--- src/swsh_pkg.sv ---
// ============================================================================
// Sliding window string hash - shared package
// Field widths, register indexes, reset values and the control and status
// structs passed between the top level and its bit-serial units.
// ============================================================================
package swsh_pkg;

    // Default width of the internal hash and power registers
    localparam int HASH_WIDTH_DEF = 64;

    // Fixed field widths
    localparam int CHAR_W    = 8;
    localparam int RADIX_W   = 8;
    localparam int WLEN_W    = 6;
    localparam int OUT_W     = 63;
    localparam int CFG_IDX_W = 2;
    localparam int CFG_DAT_W = 8;

    // Configuration register indexes
    localparam logic [CFG_IDX_W-1:0] CFG_RADIX      = 2'd0;
    localparam logic [CFG_IDX_W-1:0] CFG_FIRST_CHAR = 2'd1;
    localparam logic [CFG_IDX_W-1:0] CFG_WINDOW_LEN = 2'd2;

    // Configuration reset values
    localparam logic [RADIX_W-1:0] RADIX_RST      = 8'd26;
    localparam logic [CHAR_W-1:0]  FIRST_CHAR_RST = 8'd97;
    localparam logic [WLEN_W-1:0]  WINDOW_LEN_RST = 6'd8;

    // Control for a bit-serial unit: clear its carries or remainder, advance one bit
    typedef struct packed {
        logic clear;
        logic step;
    } t_step_ctl;

    // Status of the multiply-accumulate pass, valid on its last bit
    typedef struct packed {
        logic hash_ovf;   // d*power + hash carried out of the word
        logic power_ovf;  // power*radix carried out of the word
        logic t_zero;     // d*power + hash was zero
    } t_mac_flags;

endpackage

--- src/swsh_bit_mac.sv ---
// ============================================================================
// Sliding window string hash - bit-serial multiply-accumulate
// Takes the hash and power words LSB first, one bit per cycle while stepped,
// and produces the bits of hash + d*power, of that sum minus one, and of power*radix.
// ============================================================================
module swsh_bit_mac
    import swsh_pkg::*;
(
    input  logic               i_clk,
    input  logic               i_rst_n,
    input  t_step_ctl          i_ctl,
    input  logic [RADIX_W-1:0] i_digit,
    input  logic [RADIX_W-1:0] i_radix,
    input  logic               i_hash_bit,
    input  logic               i_power_bit,
    output logic               o_sum_bit,
    output logic               o_dec_bit,
    output logic               o_prod_bit,
    output t_mac_flags         o_flags
);

    // Carry of the digit product plus hash never exceeds 256
    logic [8:0] r_c_hash;
    logic [7:0] r_c_power;
    logic       r_borrow;

    logic [9:0] w_s_hash;
    logic [8:0] w_s_power;
    logic [8:0] n_c_hash;
    logic [7:0] n_c_power;
    logic       n_borrow;

    // One bit of each sum
    always_comb begin
        w_s_hash  = 10'(i_digit & {RADIX_W{i_power_bit}}) + 10'(i_hash_bit) + 10'(r_c_hash);
        w_s_power = 9'(i_radix & {RADIX_W{i_power_bit}}) + 9'(r_c_power);
        n_c_hash  = w_s_hash[9:1];
        n_c_power = w_s_power[8:1];
        n_borrow  = r_borrow & ~w_s_hash[0];
    end

    assign o_sum_bit  = w_s_hash[0];
    assign o_dec_bit  = w_s_hash[0] ^ r_borrow;
    assign o_prod_bit = w_s_power[0];

    // Flags as they stand after the current bit
    assign o_flags.hash_ovf  = (n_c_hash != 9'd0);
    assign o_flags.power_ovf = (n_c_power != 8'd0);
    assign o_flags.t_zero    = n_borrow;

    always_ff @(posedge i_clk) begin
        if (!i_rst_n || i_ctl.clear) begin
            r_c_hash  <= '0;
            r_c_power <= '0;
            r_borrow  <= 1'b1;
        end else if (i_ctl.step) begin
            r_c_hash  <= n_c_hash;
            r_c_power <= n_c_power;
            r_borrow  <= n_borrow;
        end
    end

endmodule

--- src/swsh_div.sv ---
// ============================================================================
// Sliding window string hash - restoring divider
// Takes the dividend MSB first, one bit per cycle while stepped, and returns
// one quotient bit per stepped cycle; the divisor is an 8-bit radix.
// ============================================================================
module swsh_div
    import swsh_pkg::*;
(
    input  logic               i_clk,
    input  logic               i_rst_n,
    input  t_step_ctl          i_ctl,
    input  logic [RADIX_W-1:0] i_divisor,
    input  logic               i_dividend_bit,
    output logic               o_quot_bit
);

    logic [RADIX_W-1:0] r_rem;
    logic [RADIX_W:0]   w_trial;
    logic               w_ge;
    logic [RADIX_W-1:0] n_rem;

    // Shift in a bit, subtract when the partial remainder allows
    always_comb begin
        w_trial = {r_rem, i_dividend_bit};
        w_ge    = (w_trial >= {1'b0, i_divisor});
        n_rem   = w_ge ? RADIX_W'(w_trial - {1'b0, i_divisor}) : w_trial[RADIX_W-1:0];
    end

    assign o_quot_bit = w_ge;

    always_ff @(posedge i_clk) begin
        if (!i_rst_n || i_ctl.clear) begin
            r_rem <= '0;
        end else if (i_ctl.step) begin
            r_rem <= n_rem;
        end
    end

endmodule

--- src/sliding_window_string_hash.sv ---
// ============================================================================
// Sliding window string hash - top level
// Bijective base-radix rolling hash over a window of characters.
// ============================================================================
// One character is taken per transaction while the block is idle. A
// character that is still filling the window runs the bit-serial
// multiply-accumulate pass, which walks the hash and power registers one
// bit per cycle, and gives a result only if it completes the window; a
// character that slides the window runs that pass and then the restoring
// divider, which yields one quotient bit per cycle, and gives a result. A
// finished result waits in the output register, and the next character is
// accepted meanwhile.
module sliding_window_string_hash
    import swsh_pkg::*;
#(
    parameter int HASH_WIDTH = HASH_WIDTH_DEF
) (
    input  logic                 i_clk,
    input  logic                 i_rst_n,
    // character channel
    input  logic                 i_in_valid,
    output logic                 o_in_ready,
    input  logic [CHAR_W-1:0]    i_char_code,
    input  logic                 i_start_req,
    // result channel
    output logic                 o_out_valid,
    input  logic                 i_out_ready,
    output logic [OUT_W-1:0]     o_window_hash,
    output logic                 o_error_flag,
    // configuration channel
    input  logic                 i_cfg_valid,
    output logic                 o_cfg_ready,
    input  logic [CFG_IDX_W-1:0] i_cfg_index,
    input  logic [CFG_DAT_W-1:0] i_cfg_data
);

    localparam int CNT_W = $clog2(HASH_WIDTH);
    localparam logic [CNT_W-1:0] CNT_LAST = CNT_W'(HASH_WIDTH - 1);

    localparam logic [1:0] ST_IDLE = 2'd0;
    localparam logic [1:0] ST_MAC  = 2'd1;
    localparam logic [1:0] ST_DIV  = 2'd2;
    localparam logic [1:0] ST_WAIT = 2'd3;

    // Configuration
    logic [RADIX_W-1:0]    r_radix;
    logic [CHAR_W-1:0]     r_first_char;
    logic [WLEN_W-1:0]     r_window_len;

    // Hash state
    logic [HASH_WIDTH-1:0] r_hash;
    logic [HASH_WIDTH-1:0] r_power;
    logic [WLEN_W-1:0]     r_seen;
    logic                  r_err;

    // Sequencing
    logic [1:0]            r_state;
    logic [1:0]            n_state;
    logic [CNT_W-1:0]      r_cnt;
    logic                  r_fill;
    logic                  r_tzero;
    logic [RADIX_W-1:0]    r_digit;

    // Output register
    logic                  r_out_valid;
    logic [OUT_W-1:0]      r_out_hash;
    logic                  r_out_err;

    logic                  w_accept;
    logic                  w_out_take;
    logic                  w_out_load;
    logic                  w_mac_last;
    logic                  w_div_last;
    logic [RADIX_W-1:0]    w_diff;
    logic [RADIX_W:0]      w_diff_p1;
    logic                  w_digit_ok;
    logic [WLEN_W-1:0]     w_seen_base;
    logic                  w_err_base;
    logic [WLEN_W-1:0]     w_seen_p1;
    logic [RADIX_W-1:0]    w_divisor;
    logic [63:0]           w_hash64;

    t_step_ctl             w_mac_ctl;
    t_step_ctl             w_div_ctl;
    t_mac_flags            w_flags;
    logic                  w_sum_bit;
    logic                  w_dec_bit;
    logic                  w_prod_bit;
    logic                  w_quot_bit;

    assign o_cfg_ready   = 1'b1;
    assign o_in_ready    = (r_state == ST_IDLE);
    assign o_out_valid   = r_out_valid;
    assign o_window_hash = r_out_hash;
    assign o_error_flag  = r_out_err;

    assign w_accept   = i_in_valid && o_in_ready;
    assign w_out_take = r_out_valid && i_out_ready;
    assign w_out_load = (r_state == ST_WAIT) && (!r_out_valid || i_out_ready);
    assign w_mac_last = (r_state == ST_MAC) && (r_cnt == CNT_LAST);
    assign w_div_last = (r_state == ST_DIV) && (r_cnt == CNT_LAST);

    // Digit decode; an out-of-range code counts as digit zero
    always_comb begin
        w_diff      = i_char_code - r_first_char;
        w_diff_p1   = {1'b0, w_diff} + 9'd1;
        w_digit_ok  = (i_char_code >= r_first_char) && (w_diff_p1 <= {1'b0, r_radix});
        w_seen_base = i_start_req ? '0 : r_seen;
        w_err_base  = (i_start_req ? 1'b0 : r_err) | ~w_digit_ok;
    end

    assign w_seen_p1 = r_seen + 6'd1;
    assign w_divisor = (r_radix == '0) ? 8'd1 : r_radix;
    assign w_hash64  = 64'(r_hash);

    // Bit-serial units
    assign w_mac_ctl.clear = w_accept;
    assign w_mac_ctl.step  = (r_state == ST_MAC);
    assign w_div_ctl.clear = w_mac_last && !r_fill;
    assign w_div_ctl.step  = (r_state == ST_DIV);

    swsh_bit_mac u_mac (
        .i_clk       (i_clk),
        .i_rst_n     (i_rst_n),
        .i_ctl       (w_mac_ctl),
        .i_digit     (r_digit),
        .i_radix     (r_radix),
        .i_hash_bit  (r_hash[0]),
        .i_power_bit (r_power[0]),
        .o_sum_bit   (w_sum_bit),
        .o_dec_bit   (w_dec_bit),
        .o_prod_bit  (w_prod_bit),
        .o_flags     (w_flags)
    );

    swsh_div u_div (
        .i_clk          (i_clk),
        .i_rst_n        (i_rst_n),
        .i_ctl          (w_div_ctl),
        .i_divisor      (w_divisor),
        .i_dividend_bit (r_hash[HASH_WIDTH-1]),
        .o_quot_bit     (w_quot_bit)
    );

    // Configuration writes
    always_ff @(posedge i_clk) begin
        if (!i_rst_n) begin
            r_radix      <= RADIX_RST;
            r_first_char <= FIRST_CHAR_RST;
            r_window_len <= WINDOW_LEN_RST;
        end else if (i_cfg_valid && o_cfg_ready) begin
            unique case (i_cfg_index)
                CFG_RADIX:      r_radix      <= i_cfg_data;
                CFG_FIRST_CHAR: r_first_char <= i_cfg_data;
                CFG_WINDOW_LEN: r_window_len <= i_cfg_data[WLEN_W-1:0];
                default: ;
            endcase
        end
    end

    // Sequencer next state
    always_comb begin
        n_state = r_state;
        unique case (r_state)
            ST_IDLE: begin
                if (w_accept) n_state = ST_MAC;
            end
            ST_MAC: begin
                if (w_mac_last) begin
                    if (!r_fill)                        n_state = ST_DIV;
                    else if (w_seen_p1 == r_window_len) n_state = ST_WAIT;
                    else                                n_state = ST_IDLE;
                end
            end
            ST_DIV: begin
                if (w_div_last) n_state = ST_WAIT;
            end
            ST_WAIT: begin
                if (w_out_load) n_state = ST_IDLE;
            end
            default: n_state = ST_IDLE;
        endcase
    end

    always_ff @(posedge i_clk) begin
        if (!i_rst_n) begin
            r_state <= ST_IDLE;
            r_cnt   <= '0;
        end else begin
            r_state <= n_state;
            if (w_accept || w_mac_last || w_div_last) r_cnt <= '0;
            else if (r_state == ST_MAC || r_state == ST_DIV) r_cnt <= r_cnt + 1'b1;
        end
    end

    // Hash datapath: load on accept, shift right while accumulating,
    // shift left while dividing
    always_ff @(posedge i_clk) begin
        if (!i_rst_n) begin
            r_hash  <= '0;
            r_power <= HASH_WIDTH'(1);
            r_seen  <= '0;
            r_err   <= 1'b0;
            r_fill  <= 1'b0;
            r_tzero <= 1'b0;
        end else begin
            unique case (r_state)
                ST_IDLE: begin
                    if (w_accept) begin
                        if (i_start_req) begin
                            r_hash  <= '0;
                            r_power <= HASH_WIDTH'(1);
                        end
                        r_seen  <= w_seen_base;
                        r_err   <= w_err_base;
                        r_fill  <= (w_seen_base < r_window_len);
                        r_digit <= w_digit_ok ? w_diff_p1[RADIX_W-1:0] : '0;
                    end
                end
                ST_MAC: begin
                    if (r_fill) begin
                        r_hash  <= {w_sum_bit, r_hash[HASH_WIDTH-1:1]};
                        r_power <= {w_prod_bit, r_power[HASH_WIDTH-1:1]};
                    end else begin
                        r_hash  <= {w_dec_bit, r_hash[HASH_WIDTH-1:1]};
                        r_power <= {r_power[0], r_power[HASH_WIDTH-1:1]};
                    end
                    if (w_mac_last) begin
                        if (r_fill) begin
                            r_seen <= w_seen_p1;
                            r_err  <= r_err | w_flags.hash_ovf | w_flags.power_ovf;
                        end else begin
                            r_err   <= r_err | w_flags.hash_ovf;
                            r_tzero <= w_flags.t_zero;
                        end
                    end
                end
                ST_DIV: begin
                    r_hash <= r_tzero ? '0 : {r_hash[HASH_WIDTH-2:0], w_quot_bit};
                end
                ST_WAIT: begin
                    if (w_out_load) r_err <= r_err | w_hash64[63];
                end
                default: ;
            endcase
        end
    end

    // Output register
    always_ff @(posedge i_clk) begin
        if (!i_rst_n) begin
            r_out_valid <= 1'b0;
        end else if (w_out_load) begin
            r_out_valid <= 1'b1;
        end else if (w_out_take) begin
            r_out_valid <= 1'b0;
        end
    end

    always_ff @(posedge i_clk) begin
        if (w_out_load) begin
            r_out_hash <= w_hash64[OUT_W-1:0];
            r_out_err  <= r_err | w_hash64[63];
        end
    end

`ifndef SYNTHESIS
    // An accepted character always starts the accumulate pass
    a_accept_to_mac: assert property (@(posedge i_clk) disable iff (!i_rst_n)
        w_accept |=> (r_state == ST_MAC))
        else $error("accepted character did not start accumulation");

    // Division only ever runs for a sliding character
    a_div_only_slide: assert property (@(posedge i_clk) disable iff (!i_rst_n)
        (r_state == ST_DIV) |-> !r_fill)
        else $error("divider running during window fill");

    // A result waiting with a free output slot is presented next cycle
    a_wait_loads: assert property (@(posedge i_clk) disable iff (!i_rst_n)
        ((r_state == ST_WAIT) && !r_out_valid) |=> (r_out_valid && (r_state == ST_IDLE)))
        else $error("pending result not moved to output register");

    // The bit counter is idle at zero outside the serial passes
    a_cnt_idle: assert property (@(posedge i_clk) disable iff (!i_rst_n)
        ((r_state == ST_IDLE) || (r_state == ST_WAIT)) |-> (r_cnt == '0))
        else $error("bit counter not cleared between passes");
`endif

endmodule
--- config.mk ---
export PLATFORM = sky130hd
export DESIGN_NAME = sliding_window_string_hash
export DESIGN_NICKNAME = d
export VERILOG_FILES = /design/src/swsh_pkg.sv /design/src/swsh_bit_mac.sv /design/src/swsh_div.sv /design/src/sliding_window_string_hash.sv
export SDC_FILE = /design/constraint.sdc
export NUM_CORES = 1
export LEC_CHECK = 0
export BUFFER_PORTS_ARGS = -buffer_cell sky130_fd_sc_hd__buf_4
export CAP_MARGIN = 0
export CORE_ASPECT_RATIO = 1.4
export CORE_MARGIN = 5
export CORE_UTILIZATION = 60
export DETAILED_ROUTE_END_ITERATION = 8
export PLACE_DENSITY = 0.79
export SLEW_MARGIN = 20
export SYNTH_ARGS = -nofsm -noshare
export SYNTH_HDL_FRONTEND = slang
export SYNTH_SLANG_ARGS = --single-unit
--- constraint.sdc ---
create_clock -name i_clk -period 5.71 [get_ports i_clk]
set_input_delay 0.571 -clock i_clk [delete_from_list [all_inputs] [get_ports i_clk]]
set_output_delay 0.571 -clock i_clk [all_outputs]
set_load 0.03 [all_outputs]
Word level (Yosys, flattened, before mapping)
Cells that the tools add are included.
{ "totals": {"wordCells": 124, "ff_bits": 266, "out_inout_bits": 67, "inputBits": 24} }
{ "classes": {"bitwise": 12, "n_reduce_logical": 37, "order_cmp": 4, "eq_ne": 13, "add_sub_neg": 8, "mux": 31} }
{ "ops": {"columns": ["op", "n"], "rows": [
  ["two-way mux 64 bit", 7],
  ["case mux 64 bit (3 select lines)", 1],
  ["case mux 64 bit (2 select lines)", 1],
  ["two-way mux 6 bit", 4],
  ["bitwise AND 8 bit", 2],
  ["two-way mux 8 bit", 2],
  ["subtractor 8 bit", 2],
  ["adder 6 x 1 -> 6 bit (second input constant)", 2],
  ["two-way mux 2 bit", 6],
  ["case mux 6 bit (2 select lines)", 1],
  ["AND reduction 3 bit", 4],
  ["AND reduction 4 bit", 3],
  ["adder 10 x 1 -> 10 bit", 1],
  ["adder 10 x 9 -> 10 bit", 1],
  ["adder 8 x 1 -> 9 bit (second input constant)", 1],
  ["adder 9 x 8 -> 9 bit", 1],
  ["greater-or-equal comparator 9 x 8 -> 1 bit", 1],
  ["less-or-equal comparator 9 x 8 -> 1 bit", 1],
  ["nonzero test 9 bit", 1],
  ["greater-or-equal comparator 8 bit", 1],
  ["zero test 8 bit", 1],
  ["!= test 2 bit (second input constant)", 4],
  ["case mux 2 bit (4 select lines)", 1],
  ["AND reduction 2 bit", 4],
  ["other kinds (20)", 52]
]} }

Logic depth before layout (Yosys ltp)
{ "logic_depth": {"ltp_word": 9, "mapped_depth": 17, "depth_no_buf": 17} }

By module
A second synthesis with hierarchy kept.
{ "hier_totals": {"cells_unflattened": 1361, "hier_area_um2": 12847.3} }
{ "by_module_without_submodules": {"columns": ["mod", "area_per_inst_um2", "n_inst", "cells_per_inst", "seq_area_each_um2"], "rows": [
  ["sliding_window_string_hash", 10568.9, 1, 1082, 5525.3],
  ["swsh_bit_mac", 1495.2, 1, 178, 360.3],
  ["swsh_div", 783.3, 1, 101, 160.2]
]} }

Worst setup path after synthesis
Ideal clock, no wire load.
{ "synth_timing": {"kind": "flip-flop to flip-flop", "start": "reg with a tool-made name", "end": "reg r_out_err, in the netlist o_error_flag, enable pin", "n_path_buf": 1, "stages_incl_launch_ff": 4, "setup_ps": 494, "slack_ps": 1687, "period_less_slack_ps": 4023, "arrival_time_ps": 3529, "required_time_ps": 5216, "path_cell_list": "dfxtp_1 > ha_1 > buf_2 > nor2b_1"} }
{ "synth_lines": {"columns": ["element", "line_no", "source"], "rows": [
  ["end signal: assignment", "sliding_window_string_hash.sv:263", "r_out_err <= r_err | w_hash64[63];"],
  ["end: declaration", "sliding_window_string_hash.sv:67", "logic r_out_err;"]
]} }

Worst setup path in the final report
{ "layout_timing": {"start": "reg r_first_char[0]", "end": "reg r_err"} }
{ "layout_via": {"elab_chain_len": 8, "word_cells_on_any_way": 9, "classes_between": "2 x add/sub; 2 x order compare; 2 x mux; 2 x bitwise; 1 x reduce/logical"} }
{ "layout_rtl": {"columns": ["element", "line_no", "source"], "rows": [
  ["start: declaration", "sliding_window_string_hash.sv:47", "logic [CHAR_W-1:0] r_first_char;"],
  ["start signal: assignment", "sliding_window_string_hash.sv:154", "CFG_FIRST_CHAR: r_first_char <= i_cfg_data;"],
  ["subtractor 8 bit", "sliding_window_string_hash.sv:105", "w_diff = i_char_code - r_first_char;"],
  ["adder 8 x 1 -> 9 bit", "sliding_window_string_hash.sv:106", "w_diff_p1 = {1'b0, w_diff} + 9'd1;"],
  ["named net w_diff_p1[7]", "sliding_window_string_hash.sv:75", "logic [RADIX_W:0] w_diff_p1;"],
  ["less-or-equal comparator 9 x 8 -> 1 bit", "sliding_window_string_hash.sv:107", "w_digit_ok = (i_char_code >= r_first_char) && (w_diff_p1 <= {1'b0, r_radix});"],
  ["logical AND 1 bit", "sliding_window_string_hash.sv:107", null],
  ["NOT 1 bit", "sliding_window_string_hash.sv:109", "w_err_base = (i_start_req ? 1'b0 : r_err) | ~w_digit_ok;"],
  ["OR 1 bit", "sliding_window_string_hash.sv:109", null],
  ["two-way mux 1 bit", "sliding_window_string_hash.sv:209", "if (w_accept) begin"],
  ["case mux 1 bit (3 select lines)", "sliding_window_string_hash.sv:207", "unique case (r_state)"],
  ["end signal: assignment", "sliding_window_string_hash.sv:215", "r_err <= w_err_base;"],
  ["end signal: assignment", "sliding_window_string_hash.sv:231", "r_err <= r_err | w_flags.hash_ovf | w_flags.power_ovf;"],
  ["end signal: assignment", "sliding_window_string_hash.sv:233", "r_err <= r_err | w_flags.hash_ovf;"],
  ["end: declaration", "sliding_window_string_hash.sv:54", "logic r_err;"]
]} }
The timed path passes the listed nets, and every way through them passes these cells. The select of a mux whose other input is x is not followed.
A chain may end at the register's enable or synchronous reset.

==> results.cfg <==
[status]
outcome = finished, final reports clean

[synthesis]
synthesis.nets = 1336
ys_warn_count = 0
ys_seq_elements = 266
async_flop_share_pct = 0
postSynthAreaPerCell_um2 = 9.90
syn_area_um2 = 12400
yosys.area.top_type = dfxtp_1
synthTopCellsByArea = dfxtp_1 31%, edfxtp_1 17%, nor2b_1 5.3%
synth_top_flop_cell = dfxtp_1
synth_top_area_share_pct = 31.3
syn_inst = 1255
synth_edf_count = 72
synth.distinct_cells = 62
yosysSeqAreaShare_pct = 48.7

[clock_network]
cts_hold_buf = 0
cts_num_sinks = 266
cts_tree = done
cts_buffers = 26
clkTransAtPathRegs_ps = 70
ctsRootBufferMaster = clkbuf_16
cts_max_level = 1
clock_latency_ps = 530
clockBufferDepth = 3
cts_resized = 0
cts_setup_buffers = 0

[finish]
final_common_cell = dfxtp_1
most-common-layout-cells = 194 x dfxtp_1, 104 x nor2b_1, 100 x nand2_1, 98 x buf_4
syn2layout_area_growth_pct = 13.3
drive_gt1_share_pct = 12.3
final_nets = 1381
antenna_cells = 0

[worst_setup_path]
start_kind = register
setup.worst_path.class = reg2reg
reg2reg_depth = 15
worstPathArrival_ps = 4280
r2r-end = r_err
cp_max_fo = 8
critPathRequiredTime_ps = 6120
reg2reg_slack_ps = 1840
cp-end-kind = register
r2r_start = r_first_char[0]

[floorplanning]
die_w_um = 132
die-area_um2 = 23700
placeableCoreArea_um2 = 20500
rows = 62
start_util_pct = 60.6
die_y_um = 180
pin_count = 91

[timing]
fin_tns_setup_ps = 0
final_max_slew_viol_count = 0
max_freq_mhz = 258
setup_viol = 0
slew-limit-headroom_pct = 39.9
worstMarginPinSlew_ps = 901
fin_skew_ps = 9.33
finalHoldViolations = 0
post-route-min-period_ps = 3870
fin_crit_sh_pct = 67.9
fin_ws_ps = 1840
rsz0062_at_grt = no

[detailed_routing]
wirelength_um = 25200
wl_met1_um = 11000
vias_per_cell = 5.85
drtPass1Iterations = 5
route.detailed.drc = 0
met2_length_um = 12300
drt_first_iter_violations = 709
wl_per_cell_um = 16.0
drtAntennaViolNets = 0
top_layer = met4
routed-wl-met3_um = 1260
vias = 9222

[hold_path]
min_path_cells = 3
hold_end = r_first_char[0]
hp-start = i_cfg_data[0]
hold_path_class = in2reg

[global_route]
grt_overflow_total = 0
grtUsageTotal_pct = 20.2
grt_max_degree = 105
grt_pass1_wl_um = 42000
antenna_found_initial = 0
grt_pass1_vias = 8818

[power_and_ir_drop]
p_per_area_nw_per_um2 = 338
p_leak_nw = 5.31
total_power_mw = 4.76
peakVddDrop_mv = 0.208

[place]
port_buffers = 89
place.gp.congestion = 0.883
dpl_worst_slack_ps = 1450
dpl.hpwl_um = 16300

[flow_run]
cap_violations = 0
==> worst max-delay path, cell delays in order, from the launching register on <==
cell and delay (ps):
dfxtp_1 310, ha_1 210, fa_1 400, nand2b_1 180, a21oi_1 160, xor2_1 290, nand4_1 180, or3b_2 510
xnor2_1 160, ha_1 310, nand4_1 100, o22ai_1 130, nor2_1 80, a311o_2 390, o31ai_1 220, a31oi_1 110
==> where the power goes <==
part / switching [mW] / internal [mW]
combinational: 0.714 / 0.338
sequential: 0.0492 / 1.99
clock: 0.724 / 0.943
==> cells in the mapped netlist (all sizes together) (2+ instances only) <==
| cell type | count |
|---|---|
| dfxtp | 194 |
| nor2b | 106 |
| nand2 | 100 |
| clkbuf | 73 |
| edfxtp | 72 |
| nand3 | 72 |
| nor2 | 71 |
| a22oi | 67 |
| a21boi | 66 |
| a22o | 61 |
| ha | 52 |
| inv | 47 |
| mux2i | 33 |
| o21ai | 28 |
| a21oi | 27 |
| xnor2 | 24 |
| and2 | 18 |
| xor2 | 15 |
| a211oi | 14 |
| a21o | 13 |
| buf | 8 |
| nand4 | 8 |
| o21a | 8 |
| nor3 | 6 |
| nor3b | 6 |
| o211ai | 6 |
| and3 | 5 |
| fa | 5 |
| nand2b | 5 |
| nand3b | 5 |
| nor4 | 4 |
| o31ai | 4 |
| o22ai | 3 |
| o31a | 3 |
| or2 | 3 |
| a31oi | 2 |
| mux2 | 2 |
| o41ai | 2 |
| or3 | 2 |
==> area by class of cell <==
type	count	area (µm²)
clock buffer	35	758
clock inverter	13	92.6
fill	1585	6410
timing repair buffer	98	736
multi-input combinational	861	5940
sequential	266	6050
tap	256	320
inverter	47	176
==> worst max-delay path by stage <==
stage                          from           end  slack, ps  depth (start not counted)
floorplan                  register  o_error_flag       1690                          3
global placement     i_char_code[0]         r_err       1590                         17
detailed placement   i_char_code[0]         r_err       1450                         17
CTS                 r_first_char[0]         r_err       1840                         15
global route        r_first_char[0]         r_err       1600                         16
finish              r_first_char[0]         r_err       1840                         15
==> through the flow <==
| step | hold slack [ps] | instance area (µm²) | utilization, % | std cells |
|---|---|---|---|---|
| global route | 303 | 14100 | 68.7 | 1576 |
| floorplan | 448 | 12400 | - | 1255 |
| global placement | 469 | 13200 | 64.5 | 1528 |
| detailed placement | 474 | 13200 | 64.5 | 1528 |
| finish | 298 | 14100 | 68.7 | 1576 |
| CTS | 286 | 14100 | 68.7 | 1576 |
==> cells by family (layout without fill, tap and decap cells) <==
logic type      after synthesis  count (layout)  synth area share (%)
simple gates                415             415                  16.9
compound gates              314             314                  18.8
flops                       266             266                  48.7
buf+inv                     128             193                  3.94
fa+ha+maj                    57              57                  6.04
xor+xnor                     39              39                  2.81
mux                          35              35                  2.84
other cells                   1               1                0.0302
==> metal layers <==
layer | GRT usage [%] | up-vias
met2 | 34.5 | 242
met5 | 0 | -
met3 | 3.69 | 54
met4 | 6.42 | 0
li1 | - | 4572
met1 | 26.1 | 4354
==> sequential cells by signal (all words and copies together), names as in the netlist, 6 cells and up, named ones only <==
| signal | flops |
|---|---|
| r_window_len | 6 |
| r_cnt | 6 |
| r_digit | 8 |
| r_radix | 8 |
| u_mac.r_c_hash | 9 |
| u_div.r_rem | 8 |
| r_hash | 64 |
| r_first_char | 8 |
| o_window_hash | 63 |
| u_mac.r_c_power | 8 |
| r_seen | 6 |
| r_power | 64 |
(Power assumes the default switching activity.)
